### src/hw/rtl/s2i_pkg.sv
// Shared types and constants for the string-to-integer parser.
package s2i_pkg;

   // Field widths
   localparam int unsigned CharWidth   = 8;
   localparam int unsigned BaseWidth   = 6;
   localparam int unsigned ValueWidth  = 32;
   localparam int unsigned OffsetWidth = 16;

   // Default saturation limit of the consumed byte count
   localparam int unsigned DefaultMaxLength = 65535;

   // Radix codes
   localparam logic [BaseWidth-1:0] BaseAuto  = 6'd0;
   localparam logic [BaseWidth-1:0] BaseOct   = 6'd8;
   localparam logic [BaseWidth-1:0] BaseDec   = 6'd10;
   localparam logic [BaseWidth-1:0] BaseHex   = 6'd16;
   localparam logic [BaseWidth-1:0] BaseReset = BaseDec;

   // Character codes
   localparam logic [CharWidth-1:0] CharNul    = 8'h00;
   localparam logic [CharWidth-1:0] CharSpace  = 8'h20;
   localparam logic [CharWidth-1:0] CharPlus   = 8'h2B;
   localparam logic [CharWidth-1:0] CharMinus  = 8'h2D;
   localparam logic [CharWidth-1:0] CharZero   = 8'h30;
   localparam logic [CharWidth-1:0] CharNine   = 8'h39;
   localparam logic [CharWidth-1:0] CharUpperA = 8'h41;
   localparam logic [CharWidth-1:0] CharLowerA = 8'h61;
   localparam logic [CharWidth-1:0] CharUpperX = 8'h58;
   localparam logic [CharWidth-1:0] CharLowerX = 8'h78;

   // Lower to upper case distance, and value of the first letter digit
   localparam logic [CharWidth-1:0] CaseFold   = CharLowerA - CharUpperA;
   localparam logic [CharWidth-1:0] LetterBase = 8'd10;

   // Result of one byte step, handed from the step logic to the output register
   typedef struct packed {
      logic                   emit;
      logic [ValueWidth-1:0]  value;
      logic [OffsetWidth-1:0] offset;
   } s2i_result_type;

endpackage

### src/hw/rtl/s2i_step.sv
// Per-string parse state and the one-byte step: prefix, sign, radix and digit accumulation.
module s2i_step import s2i_pkg::*; #(
   parameter int unsigned MAX_LENGTH = DefaultMaxLength
) (
   input  logic                 clock,
   input  logic                 reset,
   input  logic                 step_fire,
   input  logic [CharWidth-1:0] step_char,
   input  logic                 step_start,
   input  logic [BaseWidth-1:0] cfg_base,
   output s2i_result_type       step_result
);

   localparam int unsigned CountWidth = $clog2(MAX_LENGTH + 1);
   localparam int unsigned ExtWidth   = (CountWidth > OffsetWidth) ? CountWidth : OffsetWidth;
   localparam logic [CountWidth-1:0]  CountMax  = CountWidth'(MAX_LENGTH);
   localparam logic [OffsetWidth-1:0] OffsetMax = '1;

   typedef enum logic [2:0] {
      PH_DONE,
      PH_SPACE,
      PH_PREFIX,
      PH_ZERO_AUTO,
      PH_ZERO_HEX,
      PH_DIGITS
   } phase_type;

   typedef struct packed {
      logic                 is_digit;
      logic [CharWidth-1:0] digit;
   } digit_type;

   // Fold case and map a byte to its digit value; letters count from ten
   function automatic digit_type decode_digit(input logic [CharWidth-1:0] ch);
      logic [CharWidth-1:0] v;
      digit_type            d;
      v = ch;
      if (v >= CharLowerA) begin
         v = v - CaseFold;
      end
      if (v >= CharUpperA) begin
         d.is_digit = 1'b1;
         d.digit    = v - CharUpperA + LetterBase;
      end else if (v >= CharZero && v <= CharNine) begin
         d.is_digit = 1'b1;
         d.digit    = v - CharZero;
      end else begin
         d.is_digit = 1'b0;
         d.digit    = v;
      end
      return d;
   endfunction

   phase_type               phase_ff, phase_in, cur_phase;
   logic                    neg_ff, neg_in, cur_neg;
   logic [BaseWidth-1:0]    base_ff, base_in, cur_base, prefix_base;
   logic [ValueWidth-1:0]   acc_ff, acc_in, cur_acc, mac;
   logic [CountWidth-1:0]   count_ff, count_in, cur_count;
   logic [ExtWidth-1:0]     count_ext;
   logic                    count_up, emit, do_prefix, try_digit;
   digit_type               dec;

   // A start byte sees cleared per-string state
   assign cur_phase = step_start ? PH_SPACE : phase_ff;
   assign cur_neg   = step_start ? 1'b0 : neg_ff;
   assign cur_base  = step_start ? BaseAuto : base_ff;
   assign cur_acc   = step_start ? '0 : acc_ff;
   assign cur_count = step_start ? '0 : count_ff;

   assign prefix_base = (cfg_base == BaseAuto) ? BaseDec : cfg_base;
   assign dec         = decode_digit(step_char);
   assign mac         = cur_acc * ValueWidth'(base_in) + ValueWidth'(dec.digit);

   // Next state for one byte
   always_comb begin
      phase_in  = cur_phase;
      neg_in    = cur_neg;
      base_in   = cur_base;
      acc_in    = cur_acc;
      count_up  = 1'b0;
      emit      = 1'b0;
      do_prefix = 1'b0;
      try_digit = 1'b0;

      case (cur_phase)
         PH_SPACE: begin
            if (step_char == CharNul) begin
               emit     = 1'b1;
               phase_in = PH_DONE;
            end else if (step_char <= CharSpace) begin
               count_up = 1'b1;
            end else if (step_char inside {CharPlus, CharMinus}) begin
               neg_in   = (step_char == CharMinus);
               count_up = 1'b1;
               phase_in = PH_PREFIX;
            end else begin
               do_prefix = 1'b1;
            end
         end
         PH_PREFIX: begin
            do_prefix = 1'b1;
         end
         PH_ZERO_AUTO, PH_ZERO_HEX: begin
            phase_in = PH_DIGITS;
            if (step_char inside {CharLowerX, CharUpperX}) begin
               base_in  = BaseHex;
               count_up = 1'b1;
            end else begin
               base_in   = (cur_phase == PH_ZERO_AUTO) ? BaseOct : BaseHex;
               try_digit = 1'b1;
            end
         end
         PH_DIGITS: begin
            try_digit = 1'b1;
         end
         default: begin
         end
      endcase

      // Radix settles here; a leading zero may still turn into a 0x prefix
      if (do_prefix) begin
         if (step_char == CharZero && cfg_base == BaseAuto) begin
            count_up = 1'b1;
            phase_in = PH_ZERO_AUTO;
         end else if (step_char == CharZero && cfg_base == BaseHex) begin
            count_up = 1'b1;
            phase_in = PH_ZERO_HEX;
         end else begin
            base_in   = prefix_base;
            phase_in  = PH_DIGITS;
            try_digit = 1'b1;
         end
      end

      // Accumulate a digit below the radix, otherwise stop
      if (try_digit) begin
         if (dec.is_digit && dec.digit < CharWidth'(base_in)) begin
            acc_in   = mac;
            count_up = 1'b1;
         end else begin
            emit     = 1'b1;
            phase_in = PH_DONE;
         end
      end
   end

   // Saturating byte count
   assign count_in = (count_up && cur_count < CountMax) ? cur_count + 1'b1 : cur_count;

   // Result from the state before this byte
   assign count_ext          = ExtWidth'(cur_count);
   assign step_result.emit   = emit;
   assign step_result.value  = cur_neg ? (ValueWidth'(0) - cur_acc) : cur_acc;
   assign step_result.offset = (count_ext > ExtWidth'(OffsetMax)) ? OffsetMax
                                                                  : count_ext[OffsetWidth-1:0];

   // State registers
   always_ff @(posedge clock) begin
      if (reset) begin
         phase_ff <= PH_DONE;
         neg_ff   <= 1'b0;
         base_ff  <= BaseAuto;
         acc_ff   <= '0;
         count_ff <= '0;
      end else if (step_fire) begin
         phase_ff <= phase_in;
         neg_ff   <= neg_in;
         base_ff  <= base_in;
         acc_ff   <= acc_in;
         count_ff <= count_in;
      end
   end

`ifndef SYNTHESIS
   // Once done, only a start byte can produce a result
   assert property (@(posedge clock) disable iff (reset)
      step_fire && !step_start && phase_ff == PH_DONE |-> !step_result.emit)
      else $error("result from a finished string");

   // Every result closes the string
   assert property (@(posedge clock) disable iff (reset)
      step_fire && step_result.emit |=> phase_ff == PH_DONE)
      else $error("parse continued after a result");

   // Digit phase always holds a usable radix
   assert property (@(posedge clock) disable iff (reset)
      phase_ff == PH_DIGITS |-> base_ff != BaseAuto)
      else $error("digit phase without radix");

   // Byte count stays within its limit
   assert property (@(posedge clock) disable iff (reset)
      count_ff <= CountMax)
      else $error("byte count above limit");
`endif

endmodule

### src/hw/rtl/string_to_integer_parser.sv
// Top level: input word register, radix register, step logic and result register.
// Throughput: one byte per cycle while no stalled result holds it; the digit step is a 32 x 6 bit multiply-add.
// Path: the stopping byte is held in the input register, then its result is written to the
//   result register, which presents the result word until it is taken.
// Reset (synchronous, active high): parse state done, radix register 10, both registers empty.
// A stalled result blocks only a byte that would produce another result.
module string_to_integer_parser import s2i_pkg::*; #(
   parameter int unsigned MAX_LENGTH = DefaultMaxLength
) (
   input  logic                          clock,
   input  logic                          reset,
   input  logic                          req_valid,
   output logic                          req_stall,
   input  logic [CharWidth-1:0]          req_char_code,
   input  logic                          req_start_of_string,
   output logic                          rsp_valid,
   input  logic                          rsp_stall,
   output logic signed [ValueWidth-1:0]  rsp_result_value,
   output logic [OffsetWidth-1:0]        rsp_end_offset,
   input  logic                          csr_valid,
   output logic                          csr_ready,
   input  logic [BaseWidth-1:0]          csr_numeric_base
);

   logic                   in_valid_ff, in_valid_in;
   logic [CharWidth-1:0]   in_char_ff, in_char_in;
   logic                   in_start_ff, in_start_in;
   logic [BaseWidth-1:0]   base_ff, base_in;
   logic                   out_valid_ff, out_valid_in;
   logic [ValueWidth-1:0]  out_value_ff, out_value_in;
   logic [OffsetWidth-1:0] out_offset_ff, out_offset_in;
   logic                   req_take, out_free, step_fire, out_load;
   s2i_result_type         step_result;

   // Handshake control
   assign out_free  = !out_valid_ff || !rsp_stall;
   assign step_fire = in_valid_ff && (out_free || !step_result.emit);
   assign out_load  = step_fire && step_result.emit;
   assign req_stall = in_valid_ff && !step_fire;
   assign req_take  = req_valid && !req_stall;
   assign csr_ready = 1'b1;

   // Input word register
   assign in_valid_in = req_take ? 1'b1 : (step_fire ? 1'b0 : in_valid_ff);
   assign in_char_in  = req_take ? req_char_code : in_char_ff;
   assign in_start_in = req_take ? req_start_of_string : in_start_ff;

   // Radix register
   assign base_in = (csr_valid && csr_ready) ? csr_numeric_base : base_ff;

   // Result register
   assign out_valid_in  = out_load ? 1'b1 : (rsp_stall ? out_valid_ff : 1'b0);
   assign out_value_in  = out_load ? step_result.value : out_value_ff;
   assign out_offset_in = out_load ? step_result.offset : out_offset_ff;

   always_ff @(posedge clock) begin
      if (reset) begin
         in_valid_ff  <= 1'b0;
         out_valid_ff <= 1'b0;
         base_ff      <= BaseReset;
      end else begin
         in_valid_ff  <= in_valid_in;
         out_valid_ff <= out_valid_in;
         base_ff      <= base_in;
      end
   end

   always_ff @(posedge clock) begin
      in_char_ff    <= in_char_in;
      in_start_ff   <= in_start_in;
      out_value_ff  <= out_value_in;
      out_offset_ff <= out_offset_in;
   end

   s2i_step #(
      .MAX_LENGTH (MAX_LENGTH)
   ) u_step (
      .clock       (clock),
      .reset       (reset),
      .step_fire   (step_fire),
      .step_char   (in_char_ff),
      .step_start  (in_start_ff),
      .cfg_base    (base_ff),
      .step_result (step_result)
   );

   assign rsp_valid        = out_valid_ff;
   assign rsp_result_value = signed'(out_value_ff);
   assign rsp_end_offset   = out_offset_ff;

endmodule
### config.mk
export PLATFORM = sky130hd
export DESIGN_NAME = string_to_integer_parser
export DESIGN_NICKNAME = d
export VERILOG_FILES = /design/src/hw/rtl/s2i_pkg.sv /design/src/hw/rtl/s2i_step.sv /design/src/hw/rtl/string_to_integer_parser.sv
export SDC_FILE = /design/constraint.sdc
export NUM_CORES = 1
export LEC_CHECK = 0
export BUFFER_PORTS_ARGS = -buffer_cell sky130_fd_sc_hd__buf_2
export CAP_MARGIN = 20
export CORE_AREA = 5 5 116 228
export CTS_CLUSTER_SIZE = 12
export DETAILED_ROUTE_END_ITERATION = 12
export DIE_AREA = 0 0 121 233
export PLACE_DENSITY_LB_ADDON = 0.2
export SLEW_MARGIN = 20
export SYNTH_ARGS = -nofsm -noshare
export SYNTH_HDL_FRONTEND = slang
export SYNTH_SLANG_ARGS = --single-unit
### constraint.sdc
create_clock -name clock -period 7.6 [get_ports clock]
set_clock_uncertainty 0.05 [all_clocks]
set_input_delay 0 -clock clock [delete_from_list [all_inputs] [get_ports clock]]
set_output_delay 0 -clock clock [all_outputs]
set_load 0.01 [all_outputs]
After elaboration in Yosys (flattened, before gate mapping) --
Index checks and enable logic that the tools add are counted.
Cells by class: magnitude comparators 8, multiply operators 1, add/sub/neg operators 7, multiplexer cells 59, reduce and logical (&&, ||, !) cells 22, equal/unequal tests 12
Operators with widths (number):
- $mux 32 | 4
- $mux 6 | 7
- $add 32x8->32 | 1
- $mul 32x6->32 | 1
- $mux 16 | 2
- $sub 1x32->32 const A | 1
- $mux 1 | 30
- $eq 8x6->1 const B | 3
- $mux 3 | 8
- $mux 9 | 2
- $add 16x1->16 const B | 1
- $eq 8x7->1 const B | 2
- $ge 8x7->1 const B | 2
- $gt 16x16->1 const B | 1
- $le 8x6->1 const B | 2
- $lt 16x16->1 const B | 1
- $sub 8x6->8 const B | 2
- $logic_and 1x1->1 | 9
- $add 8x4->8 const B | 1
- $ge 8x6->1 const B | 1
- $logic_not 8->1 | 1
- $lt 8x6->1 | 1
- $mux 8 | 1
- $sub 8x7->8 const B | 1
- other kinds (13) | 24
Word-level totals: input port bits 20, output and inout port bits 51, register bits after elaboration 123, logic and storage cells 121

Longest topological paths before layout --
Gate-level depths: netlist of run 1.
depth after elaboration 20, gate-level depth with buffers 29, gate-level depth less buffers 27

Hierarchy --
Synthesis of run 1 repeated with hierarchy kept, for this count alone.
Second synthesis, totals: cells, all modules 1314, area total of the unflattened synthesis 11752.5 µm²
By module, submodules not included:
- s2i_step | times used 1, cells an instance 1222, sequential area each 1161.1 µm², area an instance 9710.6 µm²
- string_to_integer_parser | times used 1, cells an instance 92, sequential area each 1871.8 µm², area an instance 2042.0 µm²

Worst setup path after synthesis of run 1 --
No wires, ideal clock.
path kind register to register, from register in_char_ff[0], to register u_step.acc_ff[31], arrival time 6780 ps, clock period less this slack 6949 ps, setup slack 651 ps, setup time 120 ps, required time 7430 ps, path buffers 2, cell stages (with the launch flop) 29, cells stage by stage edfxtp_1 -> inv_1 -> ha_1 -> or3b_2 -> nor4b_4 -> a211o_1 -> buf_6 -> mux2_4 -> inv_2 -> buf_1 -> nor2_1 -> fa_1 -> inv_1 -> fa_1 -> inv_1 -> fa_1 -> inv_1 -> fa_1 -> inv_1 -> ha_1 -> o21ai_0 -> o21a_1 -> o31ai_1 -> a2bb2oi_1 -> a311oi_1 -> a41oi_1 -> a31oi_1 -> nor3b_1 -> a211o_1
Between the ends: cells in the longest elaborated chain, start to end 14, elaborated cells on any way between the ends 50, those cells by class 5 x add/sub; 1 x mul; 6 x order compare; 5 x eq/ne; 23 x mux; 10 x reduce/logical
RTL lines:
- from (decl) | line string_to_integer_parser.sv:26 | logic [CharWidth-1:0] in_char_ff, in_char_in;
- from (signal assigned) | line string_to_integer_parser.sv:69 | in_char_ff <= in_char_in;
- branches (longest 14 deep; another with $mul 32x6->32)
- to (signal assigned) | line s2i_step.sv:169 | acc_ff <= acc_in;
- to (decl) | line s2i_step.sv:57 | logic [ValueWidth-1:0] acc_ff, acc_in, cur_acc, mac;
Parallel ways; which one is timed is not known. A chain may end at the register's enable or synchronous reset.

Worst setup path after layout of run 1 --
from register in_char_ff[1], to register u_step.acc_ff[18]
The elaborated chain is that of the path after synthesis.

==> results of run 1 <==
cells by family (layout without fill, tap and decap cells):
logic type / Yosys count / in the layout / synth area share [%]
and+or+nand+nor: 534 / 534 / 21.0
AOI/OAI and AO/OA: 253 / 253 / 14.7
adders and majority gates: 190 / 190 / 26.8
buffers and inverters: 162 / 259 / 5.69
DFF: 123 / 123 / 25.1
xor gates and xnor gates: 69 / 69 / 5.18
muxes: 17 / 17 / 1.52
other: 1 / 1 / 0.0310
area by class of cell:
| class | count | area [µm²] |
|---|---|---|
| clock inverters | 14 | 146 |
| inverters | 96 | 360 |
| multi-input cells | 1064 | 8400 |
| fillers | 2232 | 10800 |
| flip-flops and latches | 123 | 3030 |
| repair buffers | 131 | 886 |
| well taps | 332 | 415 |
| clock buffers | 18 | 429 |
what timing repair did:
item	in CTS	in global routing
hold buffers	25	0
hold endpoints to repair	17	0
setup buffers	0	0
setup endpoints to repair	0	8
gates resized for setup	0	3
state kept, by name, summed over array words and instances (netlist names):
signal            flops
in_valid_ff           1
u_step.acc_ff        32
rsp_valid             1
rsp_end_offset       16
u_step.phase_ff       3
u_step.base_ff        6
rsp_result_value     32
base_ff               6
in_char_ff            8
u_step.count_ff      16
u_step.neg_ff         1
in_start_ff           1
worst reg2reg max path, stage by stage (launching register included):
cell and delay, ns:
edfxtp_1 0.44, inv_1 0.14, ha_1 0.19, or3b_2 0.51, nor4b_4 0.30, buf_4 0.17
a211oi_2 0.08, a21oi_2 0.36, buf_4 0.40, nor2_1 0.12, fa_1 0.56, fa_1 0.44
fa_1 0.53, ha_1 0.32, ha_1 0.36, a21o_1 0.20, a21oi_1 0.13, nor2b_1 0.06
o21ai_0 0.23, o2bb2ai_1 0.22, a21boi_0 0.18, o31ai_1 0.51, a21boi_0 0.18, o211ai_1 0.28
a21oi_1 0.10
layout by cell type (no fill, tap or decap), drive strengths merged, types with 10 or more instances in the layout:
master and n:
nor2 260, fa 114, buf 106, nand2 102
inv 99, ha 76, dfxtp 66, edfxtp 57
a21oi 51, o21ai 46, xor2 45, nor2b 33
dlygate4sd3 25, o31ai 24, a22oi 24, nand2b 23
xnor2 23, nor3 21, clkbuf 18, a21o 15
nor4 13, nand3 12, a211oi 12, mux2i 12
nand4 10
power groups by stage:
stage	Clock (mW)	Combinational, mW	Sequential, mW
floorplan	0	0.184	0.741
global placement	0	0.277	0.739
detailed placement	0	0.279	0.739
CTS	0.823	0.291	0.725
global route	0.858	0.318	0.727
finish	0.811	0.292	0.725
cell usage after synthesis (all sizes together) (5+ instances only):
cell type	n
a22oi	24
nor2	260
mux2i	12
o21ai	46
nand3	12
a211o	7
o21a	8
xnor2	23
and2	7
or3	9
buf	24
a21o	15
a21oi	51
nor4	13
nand2b	23
nor3	21
inv	96
clkbuf	42
or4	6
o41ai	5
o31ai	24
nand2	102
mux2	5
o21bai	7
or2	7
xor2	45
and3	9
dfxtp	66
ha	76
a211oi	12
a31oi	9
nor2b	33
fa	114
edfxtp	57
nand4	10
o211ai	6
stage by stage:
step                area (µm²)  cells  worst slack [ns]  utilization, %  total power, mW
global route             13700   1778            0.0240            56.0             1.90
detailed placement       12800   1721             0.286            52.5             1.02
global placement         12800   1721             0.425            52.5             1.02
CTS                      13700   1778             0.245            55.9             1.84
floorplan                12100   1349             0.651               -            0.925
finish                   13700   1778             0.403            56.0             1.83
worst max path at each step:
stage / to / cells after the start / slack, ns / start
3_5_place_dp: u_step.acc_ff[30] / 25 / 0.29 / in_char_ff[1]
3_3_place_gp: u_step.acc_ff[31] / 25 / 0.43 / in_char_ff[1]
2_1_floorplan: u_step.acc_ff[31] / 28 / 0.65 / in_char_ff[0]
5_1_grt: u_step.acc_ff[24] / 24 / 0.02 / in_char_ff[1]
4_1_cts: u_step.acc_ff[30] / 25 / 0.25 / in_char_ff[1]
6_report: u_step.acc_ff[18] / 24 / 0.40 / in_char_ff[1]
routing by layer:
layer	GRT usage (%)	vias to the layer above	part of all wire, %	wire, µm
li1	-	4801	-	-
met1	26.2	5017	36	12300
met2	46.3	286	55	18500
met3	3.62	92	3.6	1220
met4	12.5	0	4.9	1650
met5	0	-	0	0
==> impl_metrics.env, run 1 <==
export IMPL_end_kind="flop"
export IMPL_diodes=0
export IMPL_vias_per_cell=5.73
export IMPL_rr_endpoint="u_step.acc_ff[18]"
export IMPL_hp_start="reset"
export IMPL_fp_dieW_um=121
export IMPL_fp_coreArea_mm2=0.0244
export IMPL_final_setup_viol_count=0
export IMPL_fin_tns_setup_ns=0
export IMPL_synthTopCellsByArea="fa_1 19%, edfxtp_1 14%, dfxtp_1 11%"
export IMPL_cts_tree="yes"
export IMPL_ir_drop_mv=0.133
export IMPL_ant_nets=0
export IMPL_reg2reg_from="in_char_ff[1]"
export IMPL_p_per_area_mw_per_mm2=134
export IMPL_p_int_mw=1.30
export IMPL_synthArstFlopShare_pct=0
export IMPL_port_buffer_count=69
export IMPL_track_usage_pct=24.7
export IMPL_area_delta_synth_final_pct=13.1
export IMPL_synth_edf_count=57
export IMPL_grt_overflow=0
export IMPL_drt_total_wl_um=33600
export IMPL_worstRegToRegCells=24
export IMPL_syn_area_mm2=0.0121
export IMPL_holdPathEnd="base_ff[5]"
export IMPL_cp_slowest_cell="fa_1"
export IMPL_fin_crit_sh_pct=94.7
export IMPL_start_kind="flop"
export IMPL_finalHoldViolCount=0
export IMPL_clock_root_buffer="clkbuf_16"
export IMPL_h_tree_depth=4
export IMPL_avgSynthCellArea_um2=8.96
export IMPL_critPathArrivalTime_ns=7.45
export IMPL_crit_type="reg2reg"
export IMPL_synth_distinct_cells=95
export IMPL_worst_hold_path_num_cells=3
export IMPL_leakagePower_nw=6.17
export IMPL_ff2ff_setup_slack_ns=0.40
export IMPL_p_switching_mw=0.533
export IMPL_status="completed"
export IMPL_clk_pin_slew_ns=0.06
export IMPL_post_route_min_period_ns=7.20
export IMPL_firstDrtPassIters=5
export IMPL_finalWeightedCongestion=0.905
export IMPL_swShare_pct=29.2
export IMPL_cts_buffers_inserted=17
export IMPL_max_freq_ghz=0.139
export IMPL_initial_core_util_pct=49.5
export IMPL_rsz0062_at_grt="no"
export IMPL_die_h_um=233
export IMPL_cp_num_buf_inv=3
export IMPL_synth_top_area_share_pct=18.9
export IMPL_crit_chain="inv_1 -> ha_1 -> or3b_2 -> nor4b_4 -> buf_4 -> a211oi_2 -> a21oi_2 -> buf_4 -> nor2_1 -> fa_1 -> fa_1 -> fa_1 -> ha_1 -> ha_1 -> a21o_1 -> a21oi_1 -> nor2b_1 -> o21ai_0 -> o2bb2ai_1 -> a21boi_0 -> o31ai_1 -> a21boi_0 -> o211ai_1 -> a21oi_1"
export IMPL_min_path_type="in2reg"
export IMPL_finalNetCount=1643
export IMPL_crit_family="compound AO/OA/AOI/OAI gates"
export IMPL_ys_ff_latch=123
export IMPL_die_area_mm2=0.0282
export IMPL_wl_per_cell_um=18.9
export IMPL_grt_max_degree=61
export IMPL_pwr_share_comb_pct=16.0
export IMPL_rows=81
export IMPL_ys_warn_count=0
export IMPL_drc=0
export IMPL_layout_drive_gt1_share_pct=12.4
export IMPL_cap_violations=0
export IMPL_power_frac_seq_pct=39.7
export IMPL_grt_pass1_vias=10506
export IMPL_yosys_area_top_type="fa_1"
export IMPL_syn_inst=1349
export IMPL_required_ns=7.85
export IMPL_synth_seq_area_share_pct=25.1
export IMPL_dpl_hpwl_um=26000
export IMPL_antenna_found_initial=0
export IMPL_pwr_share_clk_pct=44.4
export IMPL_worst_path_largest_cell_delay_ns=0.56
export IMPL_clock_latency_ns=0.45
export IMPL_grt_pass1_wl_um=53800
export IMPL_synth_fp_nets=1559
export IMPL_whs_ns=0.153
export IMPL_slew_headroom_pct=42.3
export IMPL_final_max_slew_viol_count=0
export IMPL_numClockSinks=123
export IMPL_cts_buffer_depth=2
export IMPL_boundaryPins=71
export IMPL_worst_pin_slew_ns=0.854
export IMPL_ys_flop_type="dfxtp_1"
export IMPL_vias=10196
export IMPL_drt_iter0_markers=687
export IMPL_worstPathMaxFanout=25
Power figures use the tool's default switching activity.
==> run 2: changes to the inputs <==
==> constraint.sdc (replaced) <==
create_clock -name clock -period 7.6 [get_ports clock]
set_clock_uncertainty 0.05 [all_clocks]
set_input_delay 0.76 -clock clock [delete_from_list [all_inputs] [get_ports clock]]
set_output_delay 0.76 -clock clock [all_outputs]
set_load 0.01 [all_outputs]
==> impl_metrics.env, run 2 (same netlist as run 1, synthesis figures left out) <==
export IMPL_ir_drop_mv=0.132
export IMPL_final_max_slew_viol_count=0
export IMPL_cts_tree="yes"
export IMPL_finalWeightedCongestion=0.905
export IMPL_finalNetCount=1618
export IMPL_final_common_cell="nor2_1"
export IMPL_boundaryPins=71
export IMPL_cts_hold_buf=0
export IMPL_start_kind="flop"
export IMPL_status="completed"
export IMPL_worst_hold_path_num_cells=1
export IMPL_clock_latency_ns=0.45
export IMPL_p_per_area_mw_per_mm2=135
export IMPL_layout_drive_gt1_share_pct=12.7
export IMPL_end_kind="flop"
export IMPL_clk_pin_slew_ns=0.06
export IMPL_diodes=0
export IMPL_instances_no_fill=1753
export IMPL_fill_cells=2269
export IMPL_post_route_min_period_ns=7.16
export IMPL_leakagePower_nw=6.07
export IMPL_cap_violations=0
export IMPL_crit_start="in_char_ff[1]"
export IMPL_cts_buffer_depth=2
export IMPL_fp_coreArea_mm2=0.0244
export IMPL_post_cts_buffers=0
export IMPL_fin_tns_setup_ns=0
export IMPL_clock_root_buffer="clkbuf_16"
export IMPL_ff2ff_setup_slack_ns=0.44
export IMPL_ant_nets=0
export IMPL_rr_endpoint="u_step.acc_ff[30]"
export IMPL_final_setup_viol_count=0
export IMPL_finalHoldViolCount=0
export IMPL_drt_total_wl_um=33400
export IMPL_required_ns=7.88
export IMPL_fin_crit_sh_pct=94.2
export IMPL_crit_type="reg2reg"
export IMPL_wl_per_cell_um=19.0
export IMPL_hp_start="req_char_code[6]"
export IMPL_min_path_type="in2reg"
export IMPL_worst_pin_slew_ns=0.844
export IMPL_worstPathMaxFanout=9
export IMPL_die_h_um=233
export IMPL_area_delta_synth_final_pct=11.1
export IMPL_grt_pass1_vias=10381
export IMPL_track_usage_pct=24.4
export IMPL_placed_area_mm2=0.0128
export IMPL_max_freq_ghz=0.140
export IMPL_rows=81
export IMPL_antenna_found_initial=0
export IMPL_grt_overflow=0
export IMPL_dpl_hpwl_um=26000
export IMPL_vias=10079
export IMPL_grt_max_degree=61
export IMPL_vias_per_cell=5.75
export IMPL_critPathArrivalTime_ns=7.44
export IMPL_fp_dieW_um=121
export IMPL_drc=0
export IMPL_grt_pass1_wl_um=53300
export IMPL_holdPathEnd="in_char_ff[6]"
export IMPL_numClockSinks=123
export IMPL_mostFrequentLayoutCells="259 x nor2_1, 114 x fa_1, 102 x nand2_1, 95 x inv_1, 76 x ha_1"
export IMPL_fin_area_mm2=0.0134
export IMPL_rsz0062_at_grt="no"
export IMPL_slew_headroom_pct=43.0
export IMPL_port_buffer_count=69
export IMPL_dp_cells=1721
export IMPL_die_area_mm2=0.0282
export IMPL_h_tree_depth=4
export IMPL_cts_buffers_inserted=17
export IMPL_firstDrtPassIters=6
export IMPL_drt_iter0_markers=764
export IMPL_reg2reg_from="in_char_ff[1]"
export IMPL_worstRegToRegCells=27
export IMPL_initial_core_util_pct=49.5
[run 2: area by class of cell]
cell class	count	area [µm²]	area share, %
clock buffer	18	429	3.20
clock inverter	14	146	1.09
inverter	96	360	2.69
multi-input combinational	1064	8400	62.6
sequential	123	3030	22.6
tap	332	415	3.10
timing repair buffer	106	636	4.74
[run 2: through the flow]
stage	setup slack (ns)	total power, mW	utilization (%)	hold WS, ns
2_1_floorplan	0.651	0.925	-	0.407
5_1_grt	0.0240	1.89	54.9	0.422
3_3_place_gp	0.425	1.02	52.5	0.422
3_5_place_dp	0.286	1.02	52.5	0.431
6_report	0.441	1.82	54.9	0.435
4_1_cts	0.245	1.83	54.9	0.422
[run 2: where the power goes]
| part | internal (mW) | leakage (nW) | total (mW) | switching [mW] |
|---|---|---|---|---|
| sequential | 0.711 | 1.11 | 0.725 | 0.0137 |
| clock | 0.482 | 0.278 | 0.810 | 0.328 |
| combinational | 0.0922 | 4.68 | 0.281 | 0.189 |
[run 2: critical path, stage by stage (launching register included)]
cell      delay (ns)
edfxtp_1        0.44
inv_1           0.14
ha_1            0.19
or3b_2          0.51
nor4b_4         0.30
a211o_2         0.25
mux2_4          0.38
inv_2           0.19
nor2_1          0.09
fa_1            0.51
inv_1           0.05
fa_1            0.47
inv_1           0.06
fa_1            0.53
inv_1           0.05
fa_1            0.53
inv_1           0.04
ha_1            0.28
buf_4           0.12
nand2_1         0.04
o21ai_0         0.28
nand2_1         0.19
a211o_1         0.37
nand2_1         0.16
a311oi_2        0.15
buf_4           0.18
o2111a_1        0.23
a221o_1         0.25
[run 2: how the worst max path moves through the flow]
stage | endpoint | slack, ns | depth (start not counted)
CTS | u_step.acc_ff[30] | 0.25 | 25
floorplan | u_step.acc_ff[31] | 0.65 | 28
detailed placement | u_step.acc_ff[30] | 0.29 | 25
global route | u_step.acc_ff[24] | 0.02 | 24
global placement | u_step.acc_ff[31] | 0.43 | 25
finish | u_step.acc_ff[30] | 0.44 | 27
[run 2: repair_timing]
action	CTS	global route
gates resized for setup	0	3
endpoints found under the setup margin	0	8
endpoints found under the hold margin	0	0
[run 2: layer usage]
metal  vias up  share of wire (%)  track usage (%)
li1       4749                  -                -
met1      4961                 36             26.0
met2       280                 55             45.7
met3        89                3.7             3.58
met4         0                4.9             12.6
met5         -                  0                0
